[src/sv/i2cbe_pkg.sv]
// ----------------------------------------------------------------------------
// i2cbe_pkg: shared types and constants of the I2C master bit engine
// Phase codes, command and status codes, and the group types that pass
// between the sequencer, the timeout timer and the top level.
// ----------------------------------------------------------------------------
package i2cbe_pkg;

	localparam int DELAY_WIDTH_DEF   = 16;
	localparam int TIMEOUT_WIDTH_DEF = 32;

	localparam int PHASE_DELAY_W = 16;
	localparam int TIMEOUT_REG_W = 32;
	localparam int CFG_DATA_W    = 32;
	localparam int CFG_INDEX_W   = 1;

	localparam logic [PHASE_DELAY_W-1:0] PHASE_DELAY_RST = 16'd30;
	localparam logic [TIMEOUT_REG_W-1:0] TIMEOUT_RST     = 32'd48000;

	localparam int S_TDATA_W = 16;
	localparam int S_TUSER_W = 2;
	localparam int M_TDATA_W = 16;

	localparam logic [7:0] MSB_MASK      = 8'h80;
	localparam logic [3:0] BITS_PER_BYTE = 4'd8;

	typedef enum logic [CFG_INDEX_W-1:0] {
		CFG_PHASE_DELAY = 1'b0,
		CFG_TIMEOUT     = 1'b1
	} cfg_index_t;

	typedef enum logic [1:0] {
		OP_START = 2'd0,
		OP_STOP  = 2'd1,
		OP_WRITE = 2'd2,
		OP_READ  = 2'd3
	} op_t;

	typedef enum logic [1:0] {
		STAT_OK       = 2'd0,
		STAT_NACK     = 2'd1,
		STAT_LINE_ERR = 2'd2,
		STAT_TIMEOUT  = 2'd3
	} stat_t;

	typedef enum logic [16:0] {
		PH_IDLE  = 17'h00001,
		PH_ST_D1 = 17'h00002,
		PH_ST_D2 = 17'h00004,
		PH_SP_D1 = 17'h00008,
		PH_SP_D2 = 17'h00010,
		PH_SP_D3 = 17'h00020,
		PH_W_D1  = 17'h00040,
		PH_W_D2  = 17'h00080,
		PH_W_STR = 17'h00100,
		PH_W_A1  = 17'h00200,
		PH_W_A2  = 17'h00400,
		PH_W_A3  = 17'h00800,
		PH_R_D1  = 17'h01000,
		PH_R_D2  = 17'h02000,
		PH_R_STR = 17'h04000,
		PH_R_A1  = 17'h08000,
		PH_R_A2  = 17'h10000
	} phase_t;

	typedef struct packed {
		logic step;
		logic clear;
	} tmr_ctl_t;

	typedef struct packed {
		logic       scl_drive_low;
		logic       sda_drive_low;
		logic       busy_res;
		logic       done_res;
		logic [1:0] status;
		logic [7:0] read_data;
	} result_t;

endpackage

[src/sv/i2c_master_bit_engine_core.sv]
// ----------------------------------------------------------------------------
// i2c_master_bit_engine_core: I2C master bit engine
// One request per bus sampling tick; each gives one result with the
// open-drain drives, busy, done, status and the last read byte.
//
//   channel  dir  handshake          payload
//   s_*      in   s_tvalid/s_tready  s_tdata, s_tuser (tick and command)
//   m_*      out  m_tvalid/m_tready  m_tdata (drives and status)
//   cfg_*    in   cfg_we             cfg_index, cfg_wdata
//
// one request per cycle unless stalled; result on m_tdata the cycle after accept
// the output register lets a new request in while the last result is taken
// when the output register is full and m_tready is low, s_tready drops
// reset clears the phase machine, counters, drives and config to defaults
// ----------------------------------------------------------------------------
module i2c_master_bit_engine_core #(
	parameter int DELAY_WIDTH   = i2cbe_pkg::DELAY_WIDTH_DEF,
	parameter int TIMEOUT_WIDTH = i2cbe_pkg::TIMEOUT_WIDTH_DEF
) (
	input  logic                                clk,
	input  logic                                arst_n,
	input  logic                                s_tvalid,
	output logic                                s_tready,
	// scl_in, sda_in, cmd_valid, write_data[7:0], send_ack, zero fill
	input  logic [i2cbe_pkg::S_TDATA_W-1:0]     s_tdata,
	// operation[1:0]
	input  logic [i2cbe_pkg::S_TUSER_W-1:0]     s_tuser,
	output logic                                m_tvalid,
	input  logic                                m_tready,
	// scl_drive_low, sda_drive_low, busy_res, done_res, status[1:0],
	// read_data[7:0], zero fill
	output logic [i2cbe_pkg::M_TDATA_W-1:0]     m_tdata,
	input  logic                                cfg_we,
	input  logic [i2cbe_pkg::CFG_INDEX_W-1:0]   cfg_index,
	input  logic [i2cbe_pkg::CFG_DATA_W-1:0]    cfg_wdata
);
	import i2cbe_pkg::*;

	logic [PHASE_DELAY_W-1:0] phase_delay_q;
	logic [TIMEOUT_REG_W-1:0] timeout_q;
	logic [DELAY_WIDTH-1:0]   delay_raw;
	logic [DELAY_WIDTH-1:0]   delay_target;
	logic                     accept;
	logic                     expired;
	logic                     start_clear;
	tmr_ctl_t                 tmr_ctl;
	result_t                  result;
	logic                     m_tvalid_q;
	logic [M_TDATA_W-1:0]     m_tdata_q;

	always_ff @(posedge clk or negedge arst_n) begin
		if (!arst_n) begin
			phase_delay_q <= PHASE_DELAY_RST;
			timeout_q     <= TIMEOUT_RST;
		end else if (cfg_we) begin
			case (cfg_index_t'(cfg_index))
				CFG_PHASE_DELAY: phase_delay_q <= cfg_wdata[PHASE_DELAY_W-1:0];
				CFG_TIMEOUT:     timeout_q     <= cfg_wdata[TIMEOUT_REG_W-1:0];
				default: begin
				end
			endcase
		end
	end

	// zero delay acts as one tick
	assign delay_raw    = DELAY_WIDTH'(phase_delay_q);
	assign delay_target = (delay_raw == '0) ? DELAY_WIDTH'(1) : delay_raw;

	assign s_tready = !m_tvalid_q || m_tready;
	assign accept   = s_tvalid && s_tready;

	assign tmr_ctl.step  = accept;
	assign tmr_ctl.clear = start_clear;

	i2cbe_timer #(
		.TIMEOUT_WIDTH(TIMEOUT_WIDTH)
	) u_timer (
		.clk          (clk),
		.arst_n       (arst_n),
		.ctl          (tmr_ctl),
		.timeout_ticks(timeout_q),
		.expired      (expired)
	);

	i2cbe_seq #(
		.DELAY_WIDTH(DELAY_WIDTH)
	) u_seq (
		.clk         (clk),
		.arst_n      (arst_n),
		.step        (accept),
		.scl_in      (s_tdata[0]),
		.sda_in      (s_tdata[1]),
		.cmd_valid   (s_tdata[2]),
		.operation   (s_tuser[1:0]),
		.write_data  (s_tdata[10:3]),
		.send_ack    (s_tdata[11]),
		.delay_target(delay_target),
		.expired     (expired),
		.start_clear (start_clear),
		.result      (result)
	);

	always_ff @(posedge clk or negedge arst_n) begin
		if (!arst_n) begin
			m_tvalid_q <= 1'b0;
		end else if (accept) begin
			m_tvalid_q <= 1'b1;
		end else if (m_tready) begin
			m_tvalid_q <= 1'b0;
		end
	end

	always_ff @(posedge clk) begin
		if (accept) begin
			m_tdata_q <= {2'b00, result.read_data, result.status, result.done_res,
				result.busy_res, result.sda_drive_low, result.scl_drive_low};
		end
	end

	assign m_tvalid = m_tvalid_q;
	assign m_tdata  = m_tdata_q;

endmodule

[src/sv/i2cbe_timer.sv]
// ----------------------------------------------------------------------------
// i2cbe_timer: clock-stretch timeout counter
// Saturating tick counter, cleared on an accepted start, with the expiry
// flag taken from the value after this tick's increment.
// ----------------------------------------------------------------------------
module i2cbe_timer #(
	parameter int TIMEOUT_WIDTH = i2cbe_pkg::TIMEOUT_WIDTH_DEF
) (
	input  logic                                clk,
	input  logic                                arst_n,
	input  i2cbe_pkg::tmr_ctl_t                 ctl,
	input  logic [i2cbe_pkg::TIMEOUT_REG_W-1:0] timeout_ticks,
	output logic                                expired
);
	import i2cbe_pkg::*;

	logic [TIMEOUT_WIDTH-1:0] count_q;
	logic [TIMEOUT_WIDTH-1:0] count_inc;
	logic [TIMEOUT_WIDTH-1:0] limit;

	assign limit     = TIMEOUT_WIDTH'(timeout_ticks);
	assign count_inc = (count_q == '1) ? count_q : count_q + 1'b1;
	assign expired   = count_inc >= limit;

	always_ff @(posedge clk or negedge arst_n) begin
		if (!arst_n) begin
			count_q <= '0;
		end else if (ctl.step) begin
			count_q <= ctl.clear ? '0 : count_inc;
		end
	end

endmodule

[src/sv/i2cbe_seq.sv]
// ----------------------------------------------------------------------------
// i2cbe_seq: bit-level phase sequencer
// Steps the phase machine once per accepted tick and forms that tick's
// line drives and status from the updated state.
// ----------------------------------------------------------------------------
module i2cbe_seq #(
	parameter int DELAY_WIDTH = i2cbe_pkg::DELAY_WIDTH_DEF
) (
	input  logic                   clk,
	input  logic                   arst_n,
	input  logic                   step,
	input  logic                   scl_in,
	input  logic                   sda_in,
	input  logic                   cmd_valid,
	input  logic [1:0]             operation,
	input  logic [7:0]             write_data,
	input  logic                   send_ack,
	input  logic [DELAY_WIDTH-1:0] delay_target,
	input  logic                   expired,
	output logic                   start_clear,
	output i2cbe_pkg::result_t     result
);
	import i2cbe_pkg::*;

	phase_t                 phase_q, phase_n;
	logic [3:0]             bit_q, bit_n;
	logic [7:0]             shift_q, shift_n;
	logic [DELAY_WIDTH-1:0] dcnt_q, dcnt_n, dcnt_inc;
	logic                   ack_q, ack_n;
	logic                   scl_q, scl_n;
	logic                   sda_q, sda_n;
	logic [1:0]             stat_q, stat_n;
	logic [7:0]             rhold_q, rhold_n;
	logic                   done;
	logic                   hit;

	assign dcnt_inc = dcnt_q + 1'b1;
	assign hit      = dcnt_inc >= delay_target;

	always_comb begin
		phase_n     = phase_q;
		bit_n       = bit_q;
		shift_n     = shift_q;
		dcnt_n      = dcnt_q;
		ack_n       = ack_q;
		scl_n       = scl_q;
		sda_n       = sda_q;
		stat_n      = stat_q;
		rhold_n     = rhold_q;
		done        = 1'b0;
		start_clear = 1'b0;

		if (phase_q inside {PH_ST_D1, PH_ST_D2, PH_SP_D1, PH_SP_D2, PH_SP_D3,
				PH_W_D1, PH_W_D2, PH_W_A1, PH_W_A2, PH_W_A3,
				PH_R_D1, PH_R_D2, PH_R_A1, PH_R_A2}) begin
			dcnt_n = hit ? '0 : dcnt_inc;
		end

		case (phase_q)
			PH_IDLE: begin
				if (cmd_valid) begin
					dcnt_n = '0;
					case (op_t'(operation))
						OP_START: begin
							start_clear = 1'b1;
							if (!sda_in || !scl_in) begin
								stat_n = STAT_LINE_ERR;
								done   = 1'b1;
							end else begin
								sda_n   = 1'b1;
								phase_n = PH_ST_D1;
							end
						end
						OP_STOP: begin
							sda_n   = 1'b1;
							phase_n = PH_SP_D1;
						end
						OP_WRITE: begin
							shift_n = write_data;
							bit_n   = '0;
							sda_n   = (write_data & MSB_MASK) == 8'h00;
							phase_n = PH_W_D1;
						end
						default: begin
							sda_n   = 1'b0;
							bit_n   = '0;
							shift_n = '0;
							ack_n   = send_ack;
							phase_n = PH_R_D1;
						end
					endcase
				end
			end
			PH_ST_D1: begin
				if (hit) begin
					scl_n   = 1'b1;
					phase_n = PH_ST_D2;
				end
			end
			PH_ST_D2: begin
				if (hit) begin
					stat_n  = (sda_in || scl_in) ? STAT_LINE_ERR : STAT_OK;
					done    = 1'b1;
					phase_n = PH_IDLE;
				end
			end
			PH_SP_D1: begin
				if (hit) begin
					scl_n   = 1'b0;
					phase_n = PH_SP_D2;
				end
			end
			PH_SP_D2: begin
				if (hit) begin
					sda_n   = 1'b0;
					phase_n = PH_SP_D3;
				end
			end
			PH_SP_D3: begin
				if (hit) begin
					stat_n  = STAT_OK;
					done    = 1'b1;
					phase_n = PH_IDLE;
				end
			end
			PH_W_D1: begin
				if (hit) begin
					scl_n   = 1'b0;
					phase_n = PH_W_D2;
				end
			end
			PH_W_D2: begin
				if (hit) begin
					phase_n = PH_W_STR;
				end
			end
			PH_W_STR: begin
				if (scl_in) begin
					scl_n   = 1'b1;
					shift_n = {shift_q[6:0], 1'b0};
					bit_n   = bit_q + 1'b1;
					dcnt_n  = '0;
					if (bit_n >= BITS_PER_BYTE) begin
						phase_n = PH_W_A1;
					end else begin
						sda_n   = (shift_n & MSB_MASK) == 8'h00;
						phase_n = PH_W_D1;
					end
				end else if (expired) begin
					stat_n  = STAT_TIMEOUT;
					done    = 1'b1;
					dcnt_n  = '0;
					phase_n = PH_IDLE;
				end
			end
			PH_W_A1: begin
				if (hit) begin
					sda_n   = 1'b0;
					phase_n = PH_W_A2;
				end
			end
			PH_W_A2: begin
				if (hit) begin
					scl_n   = 1'b0;
					phase_n = PH_W_A3;
				end
			end
			PH_W_A3: begin
				if (hit) begin
					scl_n   = 1'b1;
					sda_n   = 1'b1;
					stat_n  = sda_in ? STAT_NACK : STAT_OK;
					done    = 1'b1;
					phase_n = PH_IDLE;
				end
			end
			PH_R_D1: begin
				if (hit) begin
					scl_n   = 1'b0;
					phase_n = PH_R_D2;
				end
			end
			PH_R_D2: begin
				if (hit) begin
					phase_n = PH_R_STR;
				end
			end
			PH_R_STR: begin
				if (scl_in) begin
					shift_n = {shift_q[6:0], sda_in};
					scl_n   = 1'b1;
					bit_n   = bit_q + 1'b1;
					dcnt_n  = '0;
					if (bit_n >= BITS_PER_BYTE) begin
						if (ack_q) begin
							sda_n = 1'b1;
						end
						phase_n = PH_R_A1;
					end else begin
						phase_n = PH_R_D1;
					end
				end else if (expired) begin
					stat_n  = STAT_TIMEOUT;
					done    = 1'b1;
					dcnt_n  = '0;
					phase_n = PH_IDLE;
				end
			end
			PH_R_A1: begin
				if (hit) begin
					scl_n   = 1'b0;
					phase_n = PH_R_A2;
				end
			end
			PH_R_A2: begin
				if (hit) begin
					scl_n   = 1'b1;
					sda_n   = 1'b0;
					rhold_n = shift_q;
					stat_n  = STAT_OK;
					done    = 1'b1;
					phase_n = PH_IDLE;
				end
			end
			default: begin
				phase_n = PH_IDLE;
				dcnt_n  = '0;
			end
		endcase
	end

	always_ff @(posedge clk or negedge arst_n) begin
		if (!arst_n) begin
			phase_q <= PH_IDLE;
			bit_q   <= '0;
			shift_q <= '0;
			dcnt_q  <= '0;
			ack_q   <= 1'b0;
			scl_q   <= 1'b0;
			sda_q   <= 1'b0;
			stat_q  <= STAT_OK;
			rhold_q <= '0;
		end else if (step) begin
			phase_q <= phase_n;
			bit_q   <= bit_n;
			shift_q <= shift_n;
			dcnt_q  <= dcnt_n;
			ack_q   <= ack_n;
			scl_q   <= scl_n;
			sda_q   <= sda_n;
			stat_q  <= stat_n;
			rhold_q <= rhold_n;
		end
	end

	assign result.scl_drive_low = scl_n;
	assign result.sda_drive_low = sda_n;
	assign result.busy_res      = phase_n != PH_IDLE;
	assign result.done_res      = done;
	assign result.status        = stat_n;
	assign result.read_data     = rhold_n;

endmodule
[config.mk]
export PLATFORM = sky130hd
export DESIGN_NAME = i2c_master_bit_engine_core
export DESIGN_NICKNAME = d
export VERILOG_FILES = /design/src/sv/i2cbe_pkg.sv /design/src/sv/i2c_master_bit_engine_core.sv /design/src/sv/i2cbe_timer.sv /design/src/sv/i2cbe_seq.sv
export SDC_FILE = /design/constraint.sdc
export NUM_CORES = 1
export LEC_CHECK = 0
export ABC_AREA = 1
export BUFFER_PORTS_ARGS = -buffer_cell sky130_fd_sc_hd__buf_2
export CORE_ASPECT_RATIO = 0.5
export CORE_UTILIZATION = 56
export DETAILED_ROUTE_END_ITERATION = 10
export PLACE_DENSITY = 0.88
export SLEW_MARGIN = 20
export SYNTH_ARGS = -nofsm -noshare
export SYNTH_HDL_FRONTEND = slang
export SYNTH_HIERARCHICAL = 1
export SYNTH_SLANG_ARGS = --single-unit
[constraint.sdc]
create_clock -name clk -period 3.2 [get_ports clk]
set_input_delay 0.64 -clock clk [delete_from_list [all_inputs] [get_ports clk]]
set_output_delay 0.64 -clock clk [all_outputs]
set_load 0.005 [all_outputs]
### Word-level counts from Yosys, hierarchy flattened

Index checks and enable logic that the tools add are counted.

* bits in registers: 153
* output and inout bits: 18
* logic and storage cells: 155
* input port bits: 56

* $lt $le $gt $ge: 3
* reduce and logical (&&, ||, !) cells: 29
* equality and inequality tests: 26
* bitwise gates (word level): 2
* $add $sub $neg: 3
* multiplexer cells: 78

Operator list (number)
* $mux W17: 16
* $pmux W17 S14: 1
* $mux W16: 7
* $mux W32: 2
* $pmux W17 S3: 1
* $pmux W16 S3: 1
* $mux W8: 5
* $add A32 B1 Y32 const B: 1
* $eq A32 B32 Y1 const B: 1
* $ge A32 B32 Y1: 1
* $mux W1: 24
* $pmux W8 S3: 1
* $mux W2: 9
* $eq A17 B1 Y1 const B: 1
* $eq A17 B10 Y1 const B: 1
* $eq A17 B11 Y1 const B: 1
* $eq A17 B12 Y1 const B: 1
* $eq A17 B13 Y1 const B: 1
* $eq A17 B14 Y1 const B: 1
* $eq A17 B15 Y1 const B: 1
* $eq A17 B16 Y1 const B: 1
* $eq A17 B17 Y1 const B: 1
* $eq A17 B2 Y1 const B: 1
* $eq A17 B3 Y1 const B: 1
* 41 further kinds: 60

### Depth between registers and ports, before layout

* word-level depth: 8
* gate-level depth with buffers: 31
* gate-level depth less buffers: 31

### Modules after synthesis

Netlist, hierarchy kept.

Modules (own cells, without submodules)
* i2cbe_seq: cells each 712, instances 1, seq. area each 1452.6 um^2, area an instance 5098.6 um^2
* i2cbe_timer: cells each 536, instances 1, seq. area each 800.8 um^2, area an instance 3286.9 um^2
* i2c_master_bit_engine_core: cells each 246, instances 1, seq. area each 1660.3 um^2, area an instance 2493.6 um^2

### Worst setup path before layout

OpenSTA, ideal clock, no wires.

* path kind: flip-flop to flip-flop
* from: register u_seq.dcnt_q[0]
* to: register m_tdata_q[2] (netlist: m_tdata[2]), data pin
* clock period less this slack: 3.244 ns
* arrival: 2.984 ns
* stages on the path, launching flop included: 20
* required time: 2.940 ns
* setup time: 0.260 ns
* buffers on the path: 0
* path slack: -0.044 ns
* cells stage by stage: dfrtp_1 -> ha_1 -> nand2_1 -> nor2_1 -> nand4_1 -> or2_2 -> nor3_1 -> xor2_1 -> ha_1 -> nand4_1 -> nor3_1 -> nand2_1 -> nand2_1 -> clkinv_1 -> o21ai_1 -> nand2_1 -> a21oi_1 -> nand2_1 -> nor2_1 -> nand3_1

RTL lines
* start, declared: line i2cbe_seq.sv:28 `logic [DELAY_WIDTH-1:0] dcnt_q, dcnt_n, dcnt_inc;`
* start signal, assigned: line i2cbe_seq.sv:247 `dcnt_q <= dcnt_n;`
* end signal, assigned: line i2c_master_bit_engine_core.sv:115 `m_tdata_q <= {2'b00, result.read_data, result.status, result.done_res,`
* end, declared: line i2c_master_bit_engine_core.sv:49 `logic [M_TDATA_W-1:0] m_tdata_q;`

==> flow_summary.yaml <==
clock_network:
  clock-sinks: 153
  cts_tree: "yes"
  ctsHoldBuffers: 0
  root_buffer: "clkbuf_16"
  path_clk_slew_ns: 0.08
  clock_path_buffers: 2
  clk_latency_ns: 0.46
  cts_max_level: 4
  cts_inserted_buffers: 17
placement:
  portBuffers: 67
  dp_hpwl_mm: 21.2
  gp_congestion: 0.978
  placed_area_mm2: 0.0124
synthesis:
  async_flop_share_pct: 90.8
  netlist.area_leader.share_pct: 29.2
  netlist-cell-type-count: 55
  synth_commonest_cells: "424 x nand2_1, 196 x inv_1, 161 x nor2_1"
  ys_ff_latch: 153
  synth_top_area_cell: "dfrtp_1"
  ys_warn_count: 6
  synth.area.top_cells: "dfrtp_1 29%, nand2_1 15%, inv_1 6.8%"
  synth.avg_cell_area_um2: 7.28
  synth_ff_type: "dfrtp_1"
  synth_edf_count: 14
  synth_area_mm2: 0.0109
  syn_inst: 1494
  synth_most_common_cell: "nand2_1"
  ys_seq_area_share_pct: 36.0
timing:
  fin_setup_tns_ns: -26.14
  period_share_pct: 120
  period_needed_ns: 3.83
  maxSlewViolCount: 0
  setup_slack_ns: -0.632
  whs_ns: 0.166
  relSlewSlack_pct: 54.3
  rsz0062_at_grt: "true"
  hold_viol_final: 0
  fmax_mhz: 261
  setup_viol: 59
  tightestPinTransition_ns: 0.685
  clock_skew_ns: 0.0114
floorplan:
  die_y_um: 101
  ios: 74
  num_rows: 35
  fp.coreArea_mm2: 0.0187
  start_util_pct: 58.2
  fp.dieW_um: 199
  die-area_mm2: 0.0200
detailed_routing:
  drt_wl_total_mm: 37.1
  avgRoutedWirePerCell_um: 18.6
  drc: 0
  drt-pass1-iter-count: 8
  via_count: 11692
  ant_nets: 0
  drt_iter0_drc: 1598
  vias_per_cell: 5.86
grt:
  grt_usage_pct: 34.5
  antenna_found_initial: 0
  grt_max_degree: 81
  first_global_vias: 11082
  grt.overflow.total: 0
  grt_first_pass_wirelength_mm: 53.5
cells_and_area:
  antenna_cells: 0
  drive_gt1_share_pct: 32.6
  syn2layout_area_growth_pct: 30.3
  fin_util_pct: 75.8
  nNetsFinal: 1835
  final_area_mm2: 0.0142
worst_setup_path:
  r2r_end: "u_seq/rhold_q[1]$_DFFE_PN0P_"
  criticalPathCategory: "register to register"
  startpoint_type: "register"
  end_kind: "register"
  rr_startpoint: "u_seq/dcnt_q[1]$_DFFE_PN0P_"
  reg2regPathDepth: 22
  worstPathArrival_ns: 4.22
  cp.required_ns: 3.59
  ff2ff_setup_slack_ns: -0.63
  worst-path-max-fanout: 7
pwr:
  p_int_uw: 3810
  power.share.sequential_pct: 40.4
  p_total_uw: 5700
  power_switching_uw: 1900
  p_per_area_mw_per_mm2: 402
  p_leak_uw: 0.00733
  ir_worst_vdd_mv: 0.374
  netSwitchingFraction_pct: 33.2
  p_comb_share_pct: 21.9
  clockPowerShare_pct: 37.7
job:
  max_cap_violations: 0
run_status:
  outcome: "complete, but fails checks"
  violations: "negative setup slack"
worst_hold_path:
  hold_class: "input port to async pin"
==> how the worst max path moves through the flow <==
stage                     cells past startpoint                           start  slack [ns]                           end
final                                        22     u_seq/dcnt_q[1]$_DFFE_PN0P_       -0.63  u_seq/rhold_q[1]$_DFFE_PN0P_
after global routing                         23     u_seq/dcnt_q[1]$_DFFE_PN0P_       -0.80  u_seq/rhold_q[1]$_DFFE_PN0P_
after CTS                                    27  u_timer/count_q[0]$_DFFE_PN0P_       -0.30          m_tdata[2]$_DFFE_PP_
after detailed placement                     27  u_timer/count_q[0]$_DFFE_PN0P_       -0.57          m_tdata[2]$_DFFE_PP_
after global placement                       27  u_timer/count_q[0]$_DFFE_PN0P_       -0.46          m_tdata[2]$_DFFE_PP_
after floorplan                              19     u_seq/dcnt_q[0]$_DFFE_PN0P_        0.04          m_tdata[2]$_DFFE_PP_
==> timing repair <==
item | 4_1_cts | 5_1_grt
pin swaps | 28 | 51
gates resized for setup | 87 | 131
setup buffers | 23 | 19
endpoints found under the setup margin | 59 | 59
cloned | 1 | 3
==> metrics by stage <==
| step | instances | setup slack, ns |
|---|---|---|
| after floorplan | 1495 | 0.0422 |
| after global routing | 1995 | -0.804 |
| after CTS | 1975 | -0.300 |
| after detailed placement | 1920 | -0.572 |
| after global placement | 1920 | -0.459 |
| final | 1995 | -0.632 |
==> registers in the layout, summed over array words and instances (netlist names) <==
register,cells
delay_raw,16
u_seq/rhold_q,8
u_seq/scl_q,1
u_seq/sda_q,1
timeout_q,32
m_tvalid,1
u_seq/ack_q,1
u_seq/dcnt_q,16
u_timer/count_q,32
u_seq/phase_q,17
u_seq/bit_q,4
m_tdata,14
u_seq/stat_q,2
u_seq/shift_q,8
==> power groups by stage <==
| stage | Clock [uW] | Sequential, uW | Combinational (uW) |
|---|---|---|---|
| 2_1_floorplan | 0 | 2280 | 662 |
| 3_3_place_gp | 0 | 2300 | 926 |
| 3_5_place_dp | 0 | 2310 | 973 |
| 4_1_cts | 2120 | 2280 | 1030 |
| 5_1_grt | 2240 | 2320 | 1370 |
| 6_report | 2150 | 2300 | 1250 |
==> cell families after synthesis <==
group	Yosys count	share of synthesized area (%)
xor+xnor	22	1.77
mux	2	0.207
other cells	1	0.0345
compound gates	197	11.7
buf+inv	266	10.5
fa+ha+maj	56	6.44
flops	153	36.0
simple gates	797	33.4
==> per-layer routing <==
metal  GRT usage [%]  vias up  wire length [um]
li1                -     5230                 -
met1            40.0     5399             13700
met2            59.1      790             17800
met3            7.56      273              3170
met4            20.9        0              2510
met5               0        -                 0
==> final cells by class <==
cell class	instances	area (um^2)
Timing Repair Buffer	265	2010
Tap cell	259	324
Clock buffer	17	425
Sequential cell	153	3910
Clock inverter	15	175
Fill cell	1173	4520
Multi-Input combinational cell	1077	6530
Inverter	209	795
==> critical path, stage by stage, from the launching register on <==
cell and delay [ns]:
dfrtp_1 0.43, ha_4 0.19, nand2_4 0.07, nor2_4 0.10
nand4_1 0.17, nor2_1 0.15, inv_1 0.08, nor2_2 0.15
nand4_1 0.17, xor2_2 0.23, ha_1 0.30, nand4_1 0.13
nor3_1 0.23, nand2_1 0.14, nand2_4 0.17, buf_6 0.14
buf_6 0.11, nand4_1 0.11, buf_6 0.19, buf_8 0.15
o21ai_2 0.15, nand2_1 0.09, nand2_1 0.11
==> placed cells by master, fill, tap and decap left out, drive strengths merged, types with 2 or more instances in the layout <==
| cell | n |
|---|---|
| nor4 | 4 |
| o21ai | 89 |
| o22ai | 14 |
| o21a | 2 |
| clkbuf | 19 |
| nand3 | 99 |
| nand3b | 3 |
| a21oi | 54 |
| nor3b | 2 |
| edfxtp | 14 |
| mux2 | 2 |
| nand2 | 463 |
| o21bai | 3 |
| buf | 263 |
| nand4 | 16 |
| dfstp | 12 |
| ha | 56 |
| and2 | 8 |
| inv | 218 |
| a21o | 4 |
| bufinv | 2 |
| a22oi | 14 |
| clkinv | 3 |
| dfrtp | 127 |
| o221ai | 2 |
| nor2 | 186 |
| conb | 2 |
| a31oi | 4 |
| xnor2 | 8 |
| a221oi | 7 |
| xor2 | 14 |
| nor3 | 16 |
Power figures use the tool's default switching activity.
